===== src/sv/scbpm_pkg.sv =====
// Shared types, constants and helper functions for the size-class block pool manager.
package scbpm_pkg;

    localparam int NUM_BUCKETS = 32;
    localparam int NUM_CPUS    = 8;
    localparam int SLOT_DEPTH  = 16;
    localparam int HANDLE_BITS = 48;

    localparam int SIZE_W  = 41;
    localparam int BKT_W   = $clog2(NUM_BUCKETS);
    localparam int RAW_W   = 6;
    localparam int CPU_W   = $clog2(NUM_CPUS);
    localparam int DEPTH_W = $clog2(SLOT_DEPTH);
    localparam int CNT_W   = DEPTH_W + 1;
    localparam int ROW_W   = NUM_CPUS * CNT_W;
    localparam int STK_AW  = BKT_W + CPU_W + DEPTH_W;
    localparam int STK_DEPTH = NUM_BUCKETS * NUM_CPUS * SLOT_DEPTH;

    // Opcodes of the command word.
    localparam logic [1:0] OP_ALLOC  = 2'd0;
    localparam logic [1:0] OP_FREE   = 2'd1;
    localparam logic [1:0] OP_RESIZE = 2'd2;

    // Configuration register indexes.
    localparam logic REG_MAX_POOLED = 1'b0;
    localparam logic REG_SLOT_CAP   = 1'b1;

    // Outcome codes of a result word.
    localparam logic [2:0] OUT_HIT_LOCAL  = 3'd0;
    localparam logic [2:0] OUT_HIT_STOLEN = 3'd1;
    localparam logic [2:0] OUT_MISS       = 3'd2;
    localparam logic [2:0] OUT_FETCH      = 3'd3;
    localparam logic [2:0] OUT_POOLED     = 3'd4;
    localparam logic [2:0] OUT_RELEASE    = 3'd5;
    localparam logic [2:0] OUT_IN_PLACE   = 3'd6;
    localparam logic [2:0] OUT_NULL       = 3'd7;

    typedef enum logic [1:0] {
        UOP_DIRECT,
        UOP_ALLOC,
        UOP_FREE
    } uop_kind_t;

    // One unit of work passed from the front part to the back part.
    typedef struct packed {
        uop_kind_t               kind;
        logic [2:0]              outcome;
        logic [HANDLE_BITS-1:0]  handle;
        logic [BKT_W-1:0]        bucket;
        logic [CPU_W-1:0]        cpu;
        logic [SIZE_W-1:0]       fetch;
        logic                    last;
    } uop_t;

    // One result word.
    typedef struct packed {
        logic                    valid;
        logic [2:0]              outcome;
        logic [HANDLE_BITS-1:0]  handle;
        logic [BKT_W-1:0]        bucket;
        logic [SIZE_W-1:0]       fetch;
        logic                    last;
    } res_t;

    // Unclamped ceiling of log2, zero for sizes of one or less.
    function automatic logic [RAW_W-1:0] raw_bucket(input logic [SIZE_W-1:0] sz);
        logic [SIZE_W-1:0] v;
        logic [RAW_W-1:0]  b;
        v = sz - SIZE_W'(1);
        b = '0;
        for (int i = 0; i < SIZE_W; i++)
        begin
            if (v[i])
            begin
                b = RAW_W'(i + 1);
            end
        end
        if (sz <= SIZE_W'(1))
        begin
            b = '0;
        end
        return b;
    endfunction

    function automatic logic [BKT_W-1:0] clamp_bucket(input logic [RAW_W-1:0] raw);
        logic [BKT_W-1:0] b;
        if (raw < RAW_W'(NUM_BUCKETS))
        begin
            b = raw[BKT_W-1:0];
        end
        else
        begin
            b = BKT_W'(NUM_BUCKETS - 1);
        end
        return b;
    endfunction

endpackage


===== src/sv/scbpm_queue.sv =====
// Short operation queue between the front and back parts; takes up to two words a cycle.
module scbpm_queue
    import scbpm_pkg::*;
(
    input  logic       clk,
    input  logic       rst_n,
    input  logic [1:0] push_cnt,
    input  uop_t       push0,
    input  uop_t       push1,
    input  logic       pop,
    output logic       empty,
    output uop_t       head
);

    uop_t       q_mem [4];
    logic [1:0] wp_reg;
    logic [1:0] rp_reg;
    logic [2:0] cnt_reg;

    // Pointers and fill count.
    always_ff @(posedge clk or negedge rst_n)
    begin
        if (!rst_n)
        begin
            wp_reg  <= '0;
            rp_reg  <= '0;
            cnt_reg <= '0;
        end
        else
        begin
            wp_reg  <= wp_reg + push_cnt;
            rp_reg  <= rp_reg + {1'b0, pop};
            cnt_reg <= cnt_reg + {1'b0, push_cnt} - {2'b0, pop};
        end
    end

    // Entry storage.
    always_ff @(posedge clk)
    begin
        if (push_cnt != 2'd0)
        begin
            q_mem[wp_reg] <= push0;
        end
        if (push_cnt == 2'd2)
        begin
            q_mem[wp_reg + 2'd1] <= push1;
        end
    end

    assign empty = (cnt_reg == '0);
    assign head  = q_mem[rp_reg];

endmodule


===== config.mk =====
export PLATFORM = sky130hd
export DESIGN_NAME = scbpm_queue
export DESIGN_NICKNAME = d
export VERILOG_FILES = /design/src/sv/scbpm_pkg.sv /design/src/sv/scbpm_queue.sv
export SDC_FILE = /design/constraint.sdc
export NUM_CORES = 1
export LEC_CHECK = 0
export BUFFER_PORTS_ARGS = -buffer_cell sky130_fd_sc_hd__clkbuf_2
export CORE_MARGIN = 2
export CORE_UTILIZATION = 45
export CTS_CLUSTER_SIZE = 14
export DETAILED_ROUTE_END_ITERATION = 8
export PLACE_DENSITY = 0.75
export SETUP_SLACK_MARGIN = 0.5
export SYNTH_ARGS = -nofsm -noshare
export SYNTH_HDL_FRONTEND = slang
export SYNTH_SLANG_ARGS = --single-unit

===== constraint.sdc =====
create_clock -name clk -period 8.9 [get_ports clk]
set_input_delay 0.445 -clock clk [delete_from_list [all_inputs] [get_ports clk]]
set_output_delay 0.445 -clock clk [all_outputs]
set_load 0.03 [all_outputs]

# After elaboration in Yosys (flattened, before gate mapping)

Memories as Yosys holds them, arrays and structs flattened.
Cells that the tools add are included.

Add/subtract/negate cells: 5
Equal/unequal tests: 1
Mux-type cells: 4
Reductions and logical operators: 2

Operator list:

| kind                                                           | count |
|---|---|
| 1-bit 2-to-1 mux                                               | 4 |
| 3-bit by 2-bit adder with 3-bit output                         | 1 |
| 3-bit zero test                                                | 1 |
| 3-bit by 1-bit subtractor with 3-bit output                    | 1 |
| 2-bit by 1-bit adder with 2-bit output                         | 1 |
| 2-bit by 1-bit adder with 2-bit output (second input constant) | 1 |
| 2-bit adder                                                    | 1 |
| 2-bit == test (second input constant)                          | 1 |
| 2-bit nonzero test                                             | 1 |

Register bits after elaboration: 7
RAM bits: 412
Input bits: 211
Output and inout port bits: 104
Logic and storage cells: 16
Memories: 1

Memory list:

| memory | depth | width | rd ports | clocked after Yosys merged registers in | write ports | line              | source |
|---|---|---|---|---|---|---|---|
| q_mem  | 4     | 103   | 1        | 0                                       | 2           | scbpm_queue.sv:15 | `uop_t q_mem [4];` |

# Longest topological paths before layout

Word-level depth: 3
Mapped depth: 6

# Least setup slack after synthesis

No wires, ideal clock.

Kind: in2reg
Start: input port push_cnt[1]
End: memory q_mem[0][0] (netlist name), enable pin
Arrival: 7.873 ns
Data required time: 8.193 ns
Setup slack: 0.320 ns
Stages: 3
Path buffers: 1
Path through: buf_4 -> o21bai_1 -> o21ai_0

RTL lines:

| element     | line              | source |
|---|---|---|
| from (decl) | scbpm_queue.sv:7  | `input logic [1:0] push_cnt,` |
| to (decl)   | scbpm_queue.sv:15 |  |

==> results.json <==
{
  "fmax_mhz": 272,
  "grt_use_total": 0.202,
  "final_nets": 1563,
  "postCtsSetupRepairBufs": 0,
  "startpoint": "rp_reg[1]$_DFF_PN0_",
  "design_power_total_mw": 8.08,
  "synth_top_cells_by_area": "edfxtp_1 (61%), mux2_2 (19%), mux4_2 (11%), mux2_1 (3.9%), buf_6 (1.2%)",
  "cp_max_fo": 56,
  "finalHoldViolations": 0,
  "seq_area_frac_synth": 0.619,
  "timing.final.crit_share": 0.413,
  "rr_endpoint": "q_mem[2][66]$_DFFE_PP_",
  "fp-row-count": 77,
  "cts.sink_count": 419,
  "dieHeight_um": 216,
  "syn-mean-instance-area_um2": 19.6,
  "syn_area_um2": 20300,
  "r2r_start": "wp_reg[1]$_DFF_PN0_",
  "ff2ff_setup_slack_ns": 5.25,
  "place_hpwl_um": 27900,
  "cts_made_buffers": 46,
  "setup.worst_path.start_class": "flop",
  "wl_met1_um": 19900,
  "vdd_drop_max_mv": 0.355,
  "met3_length_um": 4150,
  "relSlewSlack": 0.272,
  "grt_pass1_wl_um": 71500,
  "grt_pass1_vias": 12100,
  "fillCellCount": 3556,
  "clk_latency_ns": 0.57,
  "gp_congestion": 0.757,
  "ys_types": 24,
  "drive_above_1_share": 0.613,
  "cts_buffer_depth": 3,
  "maxCapViolCount": 0,
  "die_area_um2": 46800,
  "die_x_um": 216,
  "cts-root-buf": "clkbuf_16",
  "postSynthCellCount": 1034,
  "drc": 0,
  "worstSetupPathType": "reg2out",
  "grt_max_degree": 66,
  "tightest_slew_ns": 1.09,
  "synth_seq_cells": 419,
  "setup_viol": 0,
  "htreeDepth": 2,
  "start_util": 0.458,
  "syn_nets": 1251,
  "endpoint": "head[44]",
  "post-place-ws_ns": 5.15,
  "core_area_um2": 44300,
  "end_kind": "output port",
  "ios": 315,
  "viasPerCell": 5.62,
  "power_density_nw_per_um2": 341,
  "area_growth_syn_to_layout_pct": 17.0,
  "largest_reg_flops": 412,
  "drt_iter0_markers": 751,
  "finish.utilization": 0.535,
  "cts_tree": "yes",
  "reg2regPathDepth": 5,
  "antenna_found_initial": 12,
  "fin_ws_ns": 5.22,
  "portBuffers": 314,
  "p_leak_nw": 8.41,
  "cp_data_arrival_time_ns": 3.23,
  "dr_wl_met2_um": 22300,
  "rsz0062_at_grt": "no",
  "synth_top_area_frac": 0.610,
  "highest_layer": "met5",
  "path_clk_slew_ns": 0.06,
  "status": "finished clean",
  "yosys.area.top_type": "edfxtp_1",
  "num_vias": 11100,
  "drt-pass1-iter-count": 4,
  "wl_um": 47200,
  "worstHoldPathType": "in2reg",
  "drtAntennaViolNets": 0,
  "globalRouteOverflowTotal": 0,
  "finalClockSkew_ns": 0.0103,
  "finalSetupTns_ns": 0,
  "fin_crit_ns": 3.68,
  "slew_viol_final": 0,
  "cp.required_ns": 8.46,
  "wl_per_cell_um": 23.9,
  "yosysWarnings": 0,
  "hold_ws_ns": 0.164
}
logic make-up (layout without fill, tap and decap cells):
logic type                 Yosys count  count (layout)  synth area share
other                                0               3                 0
and+or+nand+nor                      7               7           0.00333
buffers and inverters               78             423            0.0269
xor gates and xnor gates             5               5           0.00216
DFF                                419             419             0.619
AOI/OAI and AO/OA                    3               3          0.000987
adders and majority gates            6               6           0.00407
muxes                              516             516             0.344
final cells by class:
type / count / area, um^2 / area share
sequential: 419 / 12600 / 0.529
multi-input combinational: 537 / 7240 / 0.305
timing repair buffer: 335 / 1730 / 0.0730
clock buffer: 66 / 1300 / 0.0548
tap: 592 / 741 / 0.0312
clock inverter: 15 / 123 / 0.00517
inverter: 7 / 26.3 / 0.00111
antenna: 3 / 7.51 / 0.000316
report_power, final:
part / internal (mW) / switching, mW
sequential: 2.95 / 0.202
clock: 1.07 / 0.747
combinational: 1.14 / 1.98
placed cells by master (no fill, tap or decap), types with 7 or more instances in the layout:
| master | synthesis | final |
|---|---|---|
| clkbuf_2 | 0 | 314 |
| inv_1 | 7 | 7 |
| buf_4 | 14 | 20 |
| clkbuf_1 | 6 | 16 |
| mux2_1 | 70 | 70 |
| mux4_2 | 103 | 103 |
| edfxtp_1 | 412 | 412 |
| clkbuf_16 | 0 | 49 |
| clkinv_1 | 0 | 7 |
| mux2_2 | 342 | 342 |
layer usage:
metal,track usage,up-vias
li1,-,4908
met1,0.266,5748
met2,0.326,349
met3,0.0709,77
met4,0.0438,18
met5,0,-
worst min-delay path by stage:
stage / startpoint / to / slack (ns) / cells after the start
floorplan: rst_n / cnt_reg[0]$_DFF_PN0_ / 0.15 / 0
global placement: rst_n / cnt_reg[2]$_DFF_PN0_ / 0.29 / 1
detailed placement: rst_n / cnt_reg[2]$_DFF_PN0_ / 0.29 / 1
CTS: pop / rp_reg[0]$_DFF_PN0_ / 0.13 / 2
global route: pop / rp_reg[0]$_DFF_PN0_ / 0.14 / 2
finish: pop / rp_reg[0]$_DFF_PN0_ / 0.16 / 2
Yosys cell counts:
| master | n |
|---|---|
| o21ai_0 | 1 |
| ha_1 | 5 |
| xor2_1 | 1 |
| buf_2 | 28 |
| mux2_1 | 70 |
| mux2_2 | 342 |
| nor4bb_1 | 1 |
| and4bb_2 | 1 |
| o21bai_1 | 2 |
| buf_6 | 22 |
| edfxtp_1 | 412 |
| clkbuf_1 | 6 |
| buf_4 | 14 |
| mux2i_1 | 1 |
| dfrtp_1 | 7 |
| nor3_1 | 1 |
| nand4b_1 | 1 |
| buf_1 | 1 |
| inv_1 | 7 |
| fa_1 | 1 |
| nor2_1 | 2 |
| xnor2_1 | 4 |
| mux4_2 | 103 |
| nor4b_4 | 1 |
repair_timing:
action,CTS,global route
hold endpoints to repair,7,0
hold buffers,1,0
resized for setup,0,0
per-stage QoR:
stage / area (um^2) / cells
after floorplan: 20300 / 1034
after global placement: 22300 / 1889
after detailed placement: 22300 / 1889
after CTS: 23700 / 1971
after global routing: 23700 / 1971
final: 23700 / 1974
worst max-delay path: stages, from the launching register on:
cell,delay (ns)
dfrtp_4,0.52
buf_4,0.74
buf_4,0.69
mux4_2,0.41
clkbuf_2,0.23
Power figures use the tool's default switching activity.
