$ cat config.mk
export PLATFORM = sky130hd
export DESIGN_NAME = scbpm_front
export DESIGN_NICKNAME = d
export VERILOG_FILES = /design/src/sv/scbpm_pkg.sv /design/src/sv/scbpm_front.sv
export SDC_FILE = /design/constraint.sdc
export NUM_CORES = 1
export LEC_CHECK = 0
export BUFFER_PORTS_ARGS = -buffer_cell sky130_fd_sc_hd__buf_2
export CAP_MARGIN = 20
export CORE_MARGIN = 5
export CORE_UTILIZATION = 45
export DETAILED_ROUTE_END_ITERATION = 8
export PLACE_DENSITY = 0.72
export SLEW_MARGIN = 20
export SYNTH_ARGS = -nofsm -noshare
export SYNTH_HDL_FRONTEND = slang
export SYNTH_SLANG_ARGS = --single-unit
$ cat constraint.sdc
create_clock -name clk -period 7.39 [get_ports clk]
set_clock_uncertainty 0.15 [all_clocks]
set_input_delay 0.739 -clock clk [delete_from_list [all_inputs] [get_ports clk]]
set_output_delay 0.739 -clock clk [all_outputs]
set_load 0.1 [all_outputs]
$ cat src/sv/scbpm_pkg.sv
// Shared types, constants and helper functions for the size-class block pool manager.
package scbpm_pkg;

    localparam int NUM_BUCKETS = 32;
    localparam int NUM_CPUS    = 8;
    localparam int SLOT_DEPTH  = 16;
    localparam int HANDLE_BITS = 48;

    localparam int SIZE_W  = 41;
    localparam int BKT_W   = $clog2(NUM_BUCKETS);
    localparam int RAW_W   = 6;
    localparam int CPU_W   = $clog2(NUM_CPUS);
    localparam int DEPTH_W = $clog2(SLOT_DEPTH);
    localparam int CNT_W   = DEPTH_W + 1;
    localparam int ROW_W   = NUM_CPUS * CNT_W;
    localparam int STK_AW  = BKT_W + CPU_W + DEPTH_W;
    localparam int STK_DEPTH = NUM_BUCKETS * NUM_CPUS * SLOT_DEPTH;

    // Opcodes of the command word.
    localparam logic [1:0] OP_ALLOC  = 2'd0;
    localparam logic [1:0] OP_FREE   = 2'd1;
    localparam logic [1:0] OP_RESIZE = 2'd2;

    // Configuration register indexes.
    localparam logic REG_MAX_POOLED = 1'b0;
    localparam logic REG_SLOT_CAP   = 1'b1;

    // Outcome codes of a result word.
    localparam logic [2:0] OUT_HIT_LOCAL  = 3'd0;
    localparam logic [2:0] OUT_HIT_STOLEN = 3'd1;
    localparam logic [2:0] OUT_MISS       = 3'd2;
    localparam logic [2:0] OUT_FETCH      = 3'd3;
    localparam logic [2:0] OUT_POOLED     = 3'd4;
    localparam logic [2:0] OUT_RELEASE    = 3'd5;
    localparam logic [2:0] OUT_IN_PLACE   = 3'd6;
    localparam logic [2:0] OUT_NULL       = 3'd7;

    typedef enum logic [1:0] {
        UOP_DIRECT,
        UOP_ALLOC,
        UOP_FREE
    } uop_kind_t;

    // One unit of work passed from the front part to the back part.
    typedef struct packed {
        uop_kind_t               kind;
        logic [2:0]              outcome;
        logic [HANDLE_BITS-1:0]  handle;
        logic [BKT_W-1:0]        bucket;
        logic [CPU_W-1:0]        cpu;
        logic [SIZE_W-1:0]       fetch;
        logic                    last;
    } uop_t;

    // One result word.
    typedef struct packed {
        logic                    valid;
        logic [2:0]              outcome;
        logic [HANDLE_BITS-1:0]  handle;
        logic [BKT_W-1:0]        bucket;
        logic [SIZE_W-1:0]       fetch;
        logic                    last;
    } res_t;

    // Unclamped ceiling of log2, zero for sizes of one or less.
    function automatic logic [RAW_W-1:0] raw_bucket(input logic [SIZE_W-1:0] sz);
        logic [SIZE_W-1:0] v;
        logic [RAW_W-1:0]  b;
        v = sz - SIZE_W'(1);
        b = '0;
        for (int i = 0; i < SIZE_W; i++)
        begin
            if (v[i])
            begin
                b = RAW_W'(i + 1);
            end
        end
        if (sz <= SIZE_W'(1))
        begin
            b = '0;
        end
        return b;
    endfunction

    function automatic logic [BKT_W-1:0] clamp_bucket(input logic [RAW_W-1:0] raw);
        logic [BKT_W-1:0] b;
        if (raw < RAW_W'(NUM_BUCKETS))
        begin
            b = raw[BKT_W-1:0];
        end
        else
        begin
            b = BKT_W'(NUM_BUCKETS - 1);
        end
        return b;
    endfunction

endpackage

$ cat src/sv/scbpm_front.sv
// Front part: latches a command word and splits it into pool operations.
module scbpm_front
    import scbpm_pkg::*;
(
    input  logic                   clk,
    input  logic                   rst_n,
    input  logic                   accept,
    input  logic [1:0]             opcode,
    input  logic [SIZE_W-1:0]      req_size,
    input  logic [SIZE_W-1:0]      prior_size,
    input  logic [HANDLE_BITS-1:0] block_handle,
    input  logic [CPU_W-1:0]       req_cpu,
    input  logic [SIZE_W-1:0]      max_pooled,
    output logic                   front_busy,
    output logic [1:0]             push_cnt,
    output uop_t                   push0,
    output uop_t                   push1
);

    logic                   vld_reg;
    logic [1:0]             op_reg;
    logic [SIZE_W-1:0]      nsz_reg;
    logic [SIZE_W-1:0]      osz_reg;
    logic [HANDLE_BITS-1:0] h_reg;
    logic [CPU_W-1:0]       cpu_reg;

    logic [RAW_W-1:0] n_raw;
    logic [RAW_W-1:0] o_raw;
    logic [BKT_W-1:0] n_bkt;
    logic [BKT_W-1:0] o_bkt;
    logic             n_pool;
    logic             o_pool;
    uop_t             alloc_n;
    uop_t             alloc_n0;
    uop_t             free_n;
    uop_t             free_o;
    uop_t             in_place;

    // Command register; valid is cleared on reset.
    always_ff @(posedge clk or negedge rst_n)
    begin
        if (!rst_n)
        begin
            vld_reg <= 1'b0;
        end
        else
        begin
            vld_reg <= accept;
        end
    end

    always_ff @(posedge clk)
    begin
        if (accept)
        begin
            op_reg  <= opcode;
            nsz_reg <= req_size;
            osz_reg <= prior_size;
            h_reg   <= block_handle;
            cpu_reg <= req_cpu;
        end
    end

    assign front_busy = vld_reg;

    // Size classes and poolability of both sizes.
    always_comb
    begin
        n_raw  = raw_bucket(nsz_reg);
        o_raw  = raw_bucket(osz_reg);
        n_bkt  = clamp_bucket(n_raw);
        o_bkt  = clamp_bucket(o_raw);
        n_pool = (nsz_reg != '0) && (nsz_reg <= max_pooled)
                 && (n_raw <= RAW_W'(NUM_BUCKETS - 1));
        o_pool = (osz_reg != '0) && (osz_reg <= max_pooled)
                 && (o_raw <= RAW_W'(NUM_BUCKETS - 1));
    end

    // Candidate operations: alloc of the new size, free of either size, in place.
    always_comb
    begin
        alloc_n.kind    = n_pool ? UOP_ALLOC : UOP_DIRECT;
        alloc_n.outcome = OUT_FETCH;
        alloc_n.handle  = '0;
        alloc_n.bucket  = n_bkt;
        alloc_n.cpu     = cpu_reg;
        alloc_n.fetch   = nsz_reg;
        alloc_n.last    = 1'b1;

        alloc_n0      = alloc_n;
        alloc_n0.last = 1'b0;

        free_n.cpu  = cpu_reg;
        free_n.last = 1'b1;
        free_n.fetch = '0;
        if (h_reg == '0)
        begin
            free_n.kind    = UOP_DIRECT;
            free_n.outcome = OUT_NULL;
            free_n.handle  = '0;
            free_n.bucket  = '0;
        end
        else
        begin
            free_n.kind    = n_pool ? UOP_FREE : UOP_DIRECT;
            free_n.outcome = OUT_RELEASE;
            free_n.handle  = h_reg;
            free_n.bucket  = n_bkt;
        end

        free_o = free_n;
        if (h_reg != '0)
        begin
            free_o.kind   = o_pool ? UOP_FREE : UOP_DIRECT;
            free_o.bucket = o_bkt;
        end

        in_place.kind    = UOP_DIRECT;
        in_place.outcome = OUT_IN_PLACE;
        in_place.handle  = h_reg;
        in_place.bucket  = n_bkt;
        in_place.cpu     = cpu_reg;
        in_place.fetch   = '0;
        in_place.last    = 1'b1;
    end

    // Operation selection by opcode.
    always_comb
    begin
        push_cnt = 2'd0;
        push0    = alloc_n;
        push1    = free_o;
        if (vld_reg)
        begin
            unique case (op_reg)
                OP_ALLOC:
                begin
                    push_cnt = 2'd1;
                    push0    = alloc_n;
                end
                OP_FREE:
                begin
                    push_cnt = 2'd1;
                    push0    = free_n;
                end
                OP_RESIZE:
                begin
                    priority if (h_reg == '0)
                    begin
                        push_cnt = 2'd1;
                        push0    = alloc_n;
                    end
                    else if (nsz_reg == '0)
                    begin
                        push_cnt = 2'd1;
                        push0    = free_o;
                    end
                    else if (n_pool && o_pool && (n_bkt == o_bkt))
                    begin
                        push_cnt = 2'd1;
                        push0    = in_place;
                    end
                    else
                    begin
                        push_cnt = 2'd2;
                        push0    = alloc_n0;
                        push1    = free_o;
                    end
                end
                default:
                begin
                    push_cnt = 2'd0;
                end
            endcase
        end
    end

endmodule

**After elaboration in Yosys (flattened, before gate mapping)**

Cells that the tools add are included.

- Bits in registers: 136
- Bits in latches: 0
- Bits in writable memories: 0
- Memory bits (read-only): 0
- Bits of input ports: 179
- Output and inout bits: 209
- Word-level logic and storage cells: 134
- Memories kept: 0

- Add/sub/neg operators: 2
- Multipliers: 0
- Divide/modulo/power cells: 0
- Magnitude comparators: 8
- Equal/unequal tests: 3
- Shift operators: 0
- Mux-type cells: 102
- Bitwise operators: 0
- Reductions and logical operators: 13

Operator list:

| cell | count |
|---|---|
| two-way mux 6 bit | 82 |
| two-way mux 103 bit | 3 |
| case mux 103 bit (2 select lines) | 1 |
| two-way mux 102 bit | 1 |
| <= comparator 41 x 1 -> 1 bit, second input constant | 2 |
| <= comparator 41 bit | 2 |
| nonzero test 41 bit | 2 |
| subtractor 41 x 1 -> 41 bit, second input constant | 2 |
| two-way mux 58 bit | 1 |
| logical NOT 48 bit | 1 |
| nonzero test 48 bit | 1 |
| logical NOT 41 bit | 1 |
| two-way mux 5 bit | 3 |
| two-way mux 2 bit | 7 |
| <= comparator 6 x 5 -> 1 bit, second input constant | 2 |
| < comparator 6 bit, second input constant | 2 |
| logical AND 1 bit | 6 |
| equality test 5 bit | 1 |
| case mux 2 bit (2 select lines) | 1 |
| two-way mux 1 bit | 3 |
| equality test 2 x 1 -> 1 bit, second input constant | 1 |
| equality test 2 bit, second input constant | 1 |
| logical NOT 2 bit | 1 |
| OR reduction 2 bit | 1 |

**Depth between registers and ports, before layout**

Gate-level depths: netlist (run 1).

- Depth in word-level cells: 52
- Depth in mapped cells: 19

**Least setup slack after synthesis (run 1)**

OpenSTA, ideal clock, no wires.

- Path type: reg-to-output
- Start: reg nsz_reg[0]
- End: out push0[101] in the netlist's numbering
- Data arrival time: 6.438 ns
- Slack: 0.063 ns
- Stages on the path, launching flop included: 17
- Path buffers: 2
- Cell sequence: edfxtp_1 > clkbuf_1 > inv_1 > ha_1 > nor4b_1 > nand4_1 > clkbuf_1 > o31a_1 > nor4_1 > nand4_1 > nand2b_1 > or3b_2 > o21ai_0 > xor2_1 > a311oi_2 > and3b_1 > a211oi_1

RTL lines:

| what | line | text |
|---|---|---|
| from (decl) | scbpm_front.sv:22 | `logic [SIZE_W-1:0] nsz_reg;` |
| from (signal assigned) | scbpm_front.sv:57 | `nsz_reg <= req_size;` |
| to (decl) | scbpm_front.sv:16 | `output uop_t push0,` |

**Worst setup path after layout (run 1)**

- Start: reg osz_reg[17]
- End: out push_cnt[0]

- Cells in the longest elaborated chain, start to end: 35

RTL lines:

| what | line | text |
|---|---|---|
| from (decl) | scbpm_front.sv:23 | `logic [SIZE_W-1:0] osz_reg;` |
| from (signal assigned) | scbpm_front.sv:58 | `osz_reg <= prior_size;` |
| subtractor 41 x 1 -> 41 bit | scbpm_pkg.sv:69 | `v = sz - SIZE_W'(1);` |
| two-way mux 6 bit (24 in series) | scbpm_pkg.sv:73 | `if (v[i])` |
| two-way mux 6 bit | scbpm_pkg.sv:78 | `if (sz <= SIZE_W'(1))` |
| < comparator 6 bit or <= comparator 6 x 5 -> 1 bit (tied branches) | scbpm_pkg.sv:87, scbpm_front.sv:76 |  |
| two-way mux 5 bit or logical AND 1 bit (tied branches) | scbpm_pkg.sv:87, scbpm_front.sv:76 |  |
| equality test 5 bit or logical AND 1 bit (tied branches) | scbpm_front.sv:158 | `else if (n_pool && o_pool && (n_bkt == o_bkt))` |
| logical AND 1 bit * | scbpm_front.sv:158 |  |
| two-way mux 2 bit * | scbpm_front.sv:158 |  |
| two-way mux 2 bit * | scbpm_front.sv:153 | `else if (nsz_reg == '0)` |
| two-way mux 2 bit * | scbpm_front.sv:148 | `priority if (h_reg == '0)` |
| case mux 2 bit (2 select lines) * | scbpm_front.sv:135 | `unique case (op_reg)` |
| two-way mux 2 bit * | scbpm_front.sv:133 | `if (vld_reg)` |
| to (decl) | scbpm_front.sv:15 | `output logic [1:0] push_cnt,` |

Every way passes the cells marked *; elsewhere a longest branch is shown, timed or not.

==> results.yml, run 1 <==
synth:
  async_flop_share_pct: 0.735
  yosysMostFrequentCell: "edfxtp_1"
  synthesis.area_mm2: 0.0125
  ys.flop_type: "edfxtp_1"
  ys_ff_latch: 136
  synth_top_cells_by_count: "edfxtp_1 (135), clkbuf_1 (128), ha_1 (93), and3_1 (88), nand2_1 (88)"
  netlist.area_leader.share_pct: 32.3
  ys_seq_area_share_pct: 32.5
  ys_top_cells_by_area: "edfxtp_1 (32%), ha_1 (9.3%), and3_1 (4.4%)"
  yosys.area.top_type: "edfxtp_1"
  synth_edf_count: 135
  syn_area_per_cell_um2: 8.46
  yosys_warnings: 0
  synth_cells: 1482
  ys_types: 76
worst_setup_path:
  crit_type: "flip-flop to output port"
  crit_end: "push_cnt[0]"
  worstPathMaxFanout: 51
  required_ns: 6.50
  startpoint: "osz_reg[17]"
  crit_path_end_kind: "output port"
  worstPathArrival_ns: 6.25
  critPathLaunchType: "flip-flop"
detailed_routing:
  wire_per_inst_um: 22.5
  post-route-drc-count: 0
  via_per_inst: 6.17
  drt-total-wl_um: 47700
  ant_nets: 0
  first_pass_iters: 6
  drt_iter0_drc: 1410
  vias: 13100
sta:
  worst_slack_ns: 0.248
  setup-tns-final_ns: 0
  rsz0062_at_grt: "false"
  fin_crit_ns: 7.14
  finalCritPeriodShare_pct: 96.6
  slew_viol_final: 0
  tightest_slew_ns: 1.05
  relSlewSlack_pct: 29.1
  setup_viol: 0
  hold_viol_final: 0
  fmax_ghz: 0.140
hold_path:
  min_path_type: "input pin to flip-flop"
floorplanning:
  dieArea_mm2: 0.0313
  die_height_um: 177
  rows: 61
  coreArea_mm2: 0.0276
  initial_core_util_pct: 45.4
  die_w_um: 177
  boundaryPins: 388
global_routing:
  grt_pass1_wl_um: 71200
  antenna_found_initial: 5
  overflow: 0
  grt_max_degree: 100
  grt_use_total_pct: 29.0
  grt_pass1_vias: 12300
pwr:
  p_total_uw: 3020
  ir_worst_vdd_mv: 0.132
  power.density_mw_per_mm2: 198
  p_leak_uw: 0.00659
final_layout:
  syn_to_final_growth_pct: 21.6
  layout.cells.non_filler: 2122
  nNetsFinal: 1999
  largest_reg_flops: 48
  drive_above_1_share_pct: 25.1
placement:
  port_buffers: 342
  pre_cts_ws_ns: 0.702
  dp_hpwl_um: 36300
  place_congestion: 0.961
  dp_cells: 2085
cts:
  cts_buffer_depth: 2
  cts_tree: "done"
  clkTransAtPathRegs_ns: 0.07
  cts.sinks: 136
  cts_made_buffers: 17
  root_buffer: "clkbuf_16"
  cts_max_level: 4
  cts_setup_buffers: 0
outcome:
  status: "finished clean"
job:
  cap_violations: 0
==> per-stage QoR <==
step / utilization [%] / area, µm² / hold slack, ns
2_1_floorplan: - / 12700 / 0.293
3_3_place_gp: 53.0 / 14600 / 0.365
3_5_place_dp: 53.0 / 14600 / 0.365
5_1_grt: 55.2 / 15200 / 0.307
6_report: 55.2 / 15200 / 0.328
4_1_cts: 55.1 / 15200 / 0.317
==> worst max-delay path, stage by stage (launching register included) <==
cell,delay [ns]
edfxtp_1,0.49
or3_1,0.55
or4_1,0.61
or4_1,0.65
o41a_1,0.36
o21a_1,0.19
or4_4,0.53
o41ai_2,0.62
nand3_1,0.22
a311oi_4,0.42
buf_12,0.28
nand2_1,0.27
a31oi_1,0.41
buf_12,0.23
==> metal layers <==
metal / wire length, µm / share of wire (%) / up-vias / GRT usage, %
met3: 4820 / 10 / 69 / 6.58
met5: 21 / 0.044 / - / 0
li1: - / - / 6029 / -
met1: 19200 / 40 / 6196 / 38.3
met2: 22600 / 47 / 786 / 48.1
met4: 1100 / 2.3 / 4 / 7.87
==> kinds of logic after synthesis <==
group | count (synthesis) | share of synthesized area [%]
simple gates | 626 | 27.6
compound gates | 321 | 18.1
buf+inv | 264 | 9.61
flops | 136 | 32.5
fa+ha+maj | 93 | 9.28
xor+xnor | 38 | 2.65
other cells | 2 | 0.0599
mux | 2 | 0.160
==> timing repair <==
item / 4_1_cts / 5_1_grt
gates resized for setup: 0 / 1
endpoints found under the setup margin: 0 / 33
hold buffers: 1 / 0
endpoints found under the hold margin: 1 / 0
==> how the worst min path moves through the flow <==
stage / startpoint / to / slack, ns / cells past startpoint
global placement: rst_n / front_busy / 0.36 / 1
detailed placement: rst_n / front_busy / 0.36 / 1
floorplan: rst_n / front_busy / 0.29 / 0
CTS: block_handle[28] / h_reg[28] / 0.32 / 1
global route: block_handle[10] / h_reg[10] / 0.31 / 1
finish: block_handle[24] / h_reg[24] / 0.33 / 1
==> final cells by class <==
type / instances / area [µm²]
fill: 2586 / 12400
multi-input combinational: 1125 / 7470
sequential: 136 / 4080
timing repair buffer: 374 / 2360
tap: 378 / 473
clock buffer: 19 / 433
inverter: 73 / 274
clock inverter: 13 / 146
antenna: 4 / 10.0
==> cell usage in the layout (no fill, tap or decap), types with 9 or more instances in the layout <==
master       n
conb_1      45
xnor2_1     28
nand2b_1    11
nand4b_1     9
nand4_1     41
buf_4       30
or2_2       11
a21o_1      19
a31oi_1     21
a32oi_1     49
clkbuf_16   17
o211ai_1    11
buf_12      27
or4_1       14
nor3_1      55
nand3_1     75
inv_1       73
nor2b_1     21
nor2_1      86
nor4_1      49
nand2_1     88
edfxtp_1   135
or3_1       20
buf_2      315
a211oi_1    10
and3_1      88
o31ai_1     14
o21ai_0     63
a21oi_1     47
nor4b_1     10
and2_1      13
xor2_1      10
ha_1        93
==> report_power, final <==
part | total (µW) | switching (µW) | internal (µW)
registers | 1040 | 119 | 921
clock network | 885 | 383 | 502
logic | 1100 | 848 | 247
total | 3020 | 1350 | 1670
No activity file was read; power rests on OpenSTA's default activity.
==> inputs of run 2 (changes only) <==
--- a/config.mk
+++ b/config.mk
@@ -8,10 +8,11 @@
 export BUFFER_PORTS_ARGS = -buffer_cell sky130_fd_sc_hd__buf_2
 export CAP_MARGIN = 20
 export CORE_MARGIN = 5
-export CORE_UTILIZATION = 45
+export CORE_UTILIZATION = 53
 export DETAILED_ROUTE_END_ITERATION = 8
-export PLACE_DENSITY = 0.72
+export PLACE_DENSITY = 0.82
 export SLEW_MARGIN = 20
 export SYNTH_ARGS = -nofsm -noshare
 export SYNTH_HDL_FRONTEND = slang
 export SYNTH_SLANG_ARGS = --single-unit
+export TNS_END_PERCENT = 10
==> run 2 against run 1 <==
Against the previous run: sequential cell count did not move; non-clock buffer count decreased by 3; die area decreased by 14%; count of clock-buffer cells in the layout fell by 1; final cell count decreased by 3.1%; clock power increased by 2%; hold slack got worse by 0.011 ns; core utilization is 9.5 points higher; sequential power about the same; first-iteration DRC count is 22% higher; highest routed layer unchanged; design area shrank 0.70%; worst setup slack better by 0.037 ns.
==> results.yml, run 2 (synthesized netlist as in run 1, its figures left out) <==
sta:
  hold_ws_ns: 0.317
  setup_viol: 0
  hold_viol_final: 0
  tightest_slew_ns: 0.956
  rsz0062_at_grt: "false"
  finalCritPeriodShare_pct: 96.1
  fin_crit_ns: 7.11
  fmax_ghz: 0.141
  slew_viol_final: 0
  setup-tns-final_ns: 0
  relSlewSlack_pct: 35.7
pwr:
  clkPwrFrac_pct: 29.6
  p_int_uw: 1660
  seqPwrFrac_pct: 34.4
  p_switching_uw: 1380
  p_sw_share_pct: 45.5
  power.density_mw_per_mm2: 201
  p_comb_share_pct: 36.0
  ir_worst_vdd_mv: 0.140
  p_leak_uw: 0.00658
floorplanning:
  initial_core_util_pct: 53.6
  coreArea_mm2: 0.0234
  die_w_um: 164
  rows: 56
  boundaryPins: 388
  die_height_um: 164
  dieArea_mm2: 0.0268
worst_setup_path:
  worstPathMaxFanout: 18
  crit_buf_inv: 2
  crit_path_end_kind: "output port"
  cp_cell_sequence: "or3_1 > or4_1 > or4_1 > o41a_1 > o21a_1 > or4_4 > o41ai_2 > nand3_1 > a311oi_4 > buf_4 > nand2_1 > a21oi_1 > buf_2"
  critPathLaunchType: "flip-flop"
  worstPathArrival_ns: 6.22
  critical-path-max-stage-delay_ns: 0.66
  startpoint: "osz_reg[17]"
  cpLargestDelayFamily: "simple AND/OR/NAND/NOR gates"
  critPathSlowestCell: "or4_1"
  required_ns: 6.50
  crit_type: "flip-flop to output port"
  worst_path_most_repeated_cell: "or4_1"
detailed_routing:
  drt-total-wl_um: 47800
  first_pass_iters: 8
  post-route-drc-count: 0
  drt_iter0_drc: 1727
  ant_nets: 0
  wire_per_inst_um: 23.2
  vias: 13500
  via_per_inst: 6.57
final_layout:
  final_cell_mix: "buf_2 (315), edfxtp_1 (135), ha_1 (93), nand2_1 (88), and3_1 (88)"
  nNetsFinal: 1996
  syn_to_final_growth_pct: 20.8
  layout.cells.non_filler: 2057
  drive_above_1_share_pct: 25.1
  layout_commonest_cell: "buf_2"
  largest_reg_flops: 48
  final_core_util_pct: 64.7
global_routing:
  grt_use_total_pct: 34.1
  overflow: 0
  grt_pass1_wl_um: 71600
  grt_max_degree: 101
  grt_pass1_vias: 12700
  antenna_found_initial: 4
cts:
  cts_setup_buffers: 0
  cts_max_level: 4
  root_buffer: "clkbuf_16"
  clkTransAtPathRegs_ns: 0.08
  cts_made_buffers: 17
  cts_tree: "done"
  cts.sinks: 136
  cts_buffer_depth: 2
placement:
  dp_hpwl_um: 36300
  port_buffers: 342
  dp_cells: 2023
  place_congestion: 1.06
job:
  cap_violations: 0
hold_path:
  min_path_type: "input pin to flip-flop"
  min_from: "prior_size[4]"
outcome:
  status: "finished clean"
[run 2: cell types whose count changed in the layout (fill, tap and decap cells not counted), sizes merged]
cell and delta:
inv +6, clkinv -4, buf -3, diode -3
bufinv -1, clkbuf -1
[run 2: path summary, 6_finish.rpt]
kind                              end  cells after the start
worst max-delay path       push0[100]                     13
worst min-delay path       osz_reg[4]                      1
max in group asynchronous  front_busy                      2
min in group asynchronous  front_busy                      2
[run 2: layer usage]
metal | vias to the layer above | track usage, % | part of all wire [%]
met4 | 6 | 16.7 | 5.5
met1 | 6265 | 42.0 | 36
met5 | - | 0 | 0.071
met3 | 199 | 8.51 | 12
met2 | 1017 | 55.8 | 46
li1 | 6034 | - | -
[run 2: power groups by stage]
stage | combinational, µW | sequential, µW | clock (µW)
2_1_floorplan | 896 | 988 | 0
3_3_place_gp | 1060 | 1050 | 0
3_5_place_dp | 1080 | 1060 | 0
4_1_cts | 1080 | 1040 | 907
5_1_grt | 1150 | 1050 | 939
6_report | 1090 | 1050 | 901
[run 2: cell type report]
| cell class | count | area (µm²) |
|---|---|---|
| fillers | 1976 | 8260 |
| multi-input cells | 1125 | 7470 |
| flip-flops and latches | 136 | 4080 |
| repair buffers | 371 | 2330 |
| clock buffers | 18 | 439 |
| well taps | 319 | 399 |
| inverters | 73 | 274 |
| clock inverters | 14 | 151 |
| diodes | 1 | 2.50 |
[run 2: stage by stage]
step	worst slack, ns	total power, µW	area, µm²
6_report	0.285	3040	15100
3_5_place_dp	0.914	2130	14500
3_3_place_gp	1.04	2120	14500
5_1_grt	0.0498	3140	15100
4_1_cts	0.422	3030	15100
2_1_floorplan	0.0626	1880	12700
[run 2: timing repair]
| action | in CTS | in global routing |
|---|---|---|
| endpoints found under the setup margin | 0 | 5 |
| gates resized for setup | 0 | 1 |
| hold buffers | 1 | 0 |
| hold endpoints to repair | 1 | 0 |
==> inputs of run 3 (changes only) <==
--- a/config.mk
+++ b/config.mk
@@ -10,7 +10,7 @@
 export CORE_MARGIN = 5
 export CORE_UTILIZATION = 53
 export DETAILED_ROUTE_END_ITERATION = 8
-export PLACE_DENSITY = 0.82
+export PLACE_DENSITY_LB_ADDON = 0.08
 export SLEW_MARGIN = 20
 export SYNTH_ARGS = -nofsm -noshare
 export SYNTH_HDL_FRONTEND = slang
==> run 3 against run 2 <==
Against the previous run: via count fell by 2.5%; core utilization up 1.7 points; global-route usage decreased by 0.38 points; sequential cell count unchanged; combinational power barely moved; critical endpoint is now push0[95].
==> results.yml, run 3 (synthesized netlist as in run 1, its figures left out) <==
outcome:
  status: "finished clean"
floorplanning:
  die_w_um: 164
  initial_core_util_pct: 53.6
  die_height_um: 164
  dieArea_mm2: 0.0268
  rows: 56
  coreArea_mm2: 0.0234
  boundaryPins: 388
pwr:
  p_comb_share_pct: 36.0
  p_switching_uw: 1360
  p_int_uw: 1690
  clkPwrFrac_pct: 29.7
  seqPwrFrac_pct: 34.3
  ir_worst_vdd_mv: 0.139
  p_sw_share_pct: 44.6
  power.density_mw_per_mm2: 196
  p_leak_uw: 0.00664
global_routing:
  grt_max_degree: 98
  grt_pass1_wl_um: 70800
  overflow: 0
  antenna_found_initial: 7
  grt_pass1_vias: 12300
  grtUsageMet2_pct: 54.5
  grt.busiest_layer: "met2"
  grt_use_total_pct: 33.7
  use_met1_pct: 44.9
  globalRouteMet3Util_pct: 9.84
placement:
  dp_hpwl_um: 36100
  port_buffers: 342
  place_congestion: 0.948
cts:
  clkTransAtPathRegs_ns: 0.08
  cts_tree: "done"
  cts_buffer_depth: 2
  cts.repair.resized: 0
  cts_max_level: 4
  root_buffer: "clkbuf_16"
  cts_made_buffers: 17
  cts.sinks: 136
sta:
  rsz0062_at_grt: "false"
  slew_viol_final: 0
  fin_crit_ns: 7.02
  finalCritPeriodShare_pct: 95.0
  hold_viol_final: 0
  hold_ws_ns: 0.301
  setup-tns-final_ns: 0
  setup_viol: 0
  fmax_ghz: 0.142
  tightest_slew_ns: 1.12
  relSlewSlack_pct: 25.3
worst_setup_path:
  worstPathMaxFanout: 36
  crit_type: "flip-flop to output port"
  required_ns: 6.50
  critPathLaunchType: "flip-flop"
  crit_path_end_kind: "output port"
  worstPathArrival_ns: 6.14
hold_path:
  hold_end: "h_reg[24]"
  min_path_type: "input pin to flip-flop"
  min_from: "block_handle[24]"
  min_delay_path_depth: 1
detailed_routing:
  via_per_inst: 6.41
  drt_iter0_drc: 1613
  first_pass_iters: 6
  wire_per_inst_um: 22.9
  vias: 13200
  ant_nets: 0
  drt-total-wl_um: 47100
  post-route-drc-count: 0
job:
  cap_violations: 0
final_layout:
  largest_reg_flops: 48
  layout_commonest_cell: "buf_2"
  multi_input_area_mm2: 0.00746
  fillers: 2046
  drive_above_1_share_pct: 24.9
  regArea_mm2: 0.00408
  syn_to_final_growth_pct: 23.9
  nNetsFinal: 1995
  final_cell_mix: "buf_2 (290), edfxtp_1 (135), ha_1 (93), nand2_1 (88), and3_1 (88)"
[run 3: per-stage QoR]
| step | util, % | setup WS (ns) | std cells | cell area [µm²] | total power, µW |
|---|---|---|---|---|---|
| floorplan | - | 0.0626 | 1525 | 12700 | 1880 |
| global placement | 63.6 | 1.03 | 2021 | 14900 | 2130 |
| detailed placement | 63.8 | 0.908 | 2022 | 14900 | 2140 |
| CTS | 66.3 | 0.395 | 2055 | 15500 | 3030 |
| global route | 66.4 | 0.0641 | 2058 | 15500 | 3150 |
| finish | 66.4 | 0.366 | 2058 | 15500 | 3040 |
[run 3: area by class of cell]
cell class                 instances  area share, %
antenna                            3         0.0483
clock buffer                      19           2.79
clock inverter                    13           1.02
inverter                          73           1.76
multi-input combinational       1125           48.1
sequential                       136           26.3
tap                              319           2.57
timing repair buffer             370           17.5
[run 3: power by group through the flow]
| stage | clock network [µW] | registers, µW | logic (µW) |
|---|---|---|---|
| detailed placement | 0 | 1050 | 1080 |
| CTS | 905 | 1040 | 1090 |
| global route | 944 | 1050 | 1150 |
| global placement | 0 | 1050 | 1070 |
| finish | 904 | 1040 | 1100 |
| floorplan | 0 | 988 | 896 |
[run 3: worst max path at each step]
stage,from,endpoint,slack (ns),depth (start not counted)
3_5_place_dp,osz_reg[17],push0[33],0.91,12
2_1_floorplan,nsz_reg[0],push0[101],0.06,16
4_1_cts,osz_reg[17],push0[95],0.39,14
6_report,osz_reg[17],push0[95],0.37,14
5_1_grt,nsz_reg[16],push0[33],0.06,13
3_3_place_gp,osz_reg[14],push0[97],1.03,14
[run 3: metal layers]
| metal | vias to the layer above | wire length, µm | share of wire [%] |
|---|---|---|---|
| li1 | 6019 | - | - |
| met1 | 6253 | 18400 | 39 |
| met2 | 804 | 22200 | 47 |
| met3 | 100 | 5370 | 11 |
| met4 | 8 | 998 | 2.1 |
| met5 | - | 48 | 0.10 |
[run 3: critical path, stage by stage, from the launching register on]
cell	delay, ns
edfxtp_1	0.50
or3_1	0.53
or4_1	0.60
or4_1	0.66
o41a_1	0.35
o21a_1	0.19
or4_4	0.52
o41ai_2	0.55
nand3_1	0.21
a311oi_4	0.33
buf_4	0.30
buf_4	0.43
nand3_1	0.14
nand2_1	0.16
buf_12	0.19
[run 3: timing repair]
item / in CTS / in global routing
endpoints found under the hold margin: 1 / 0
hold buffers: 1 / 0
setup buffers: 0 / 0
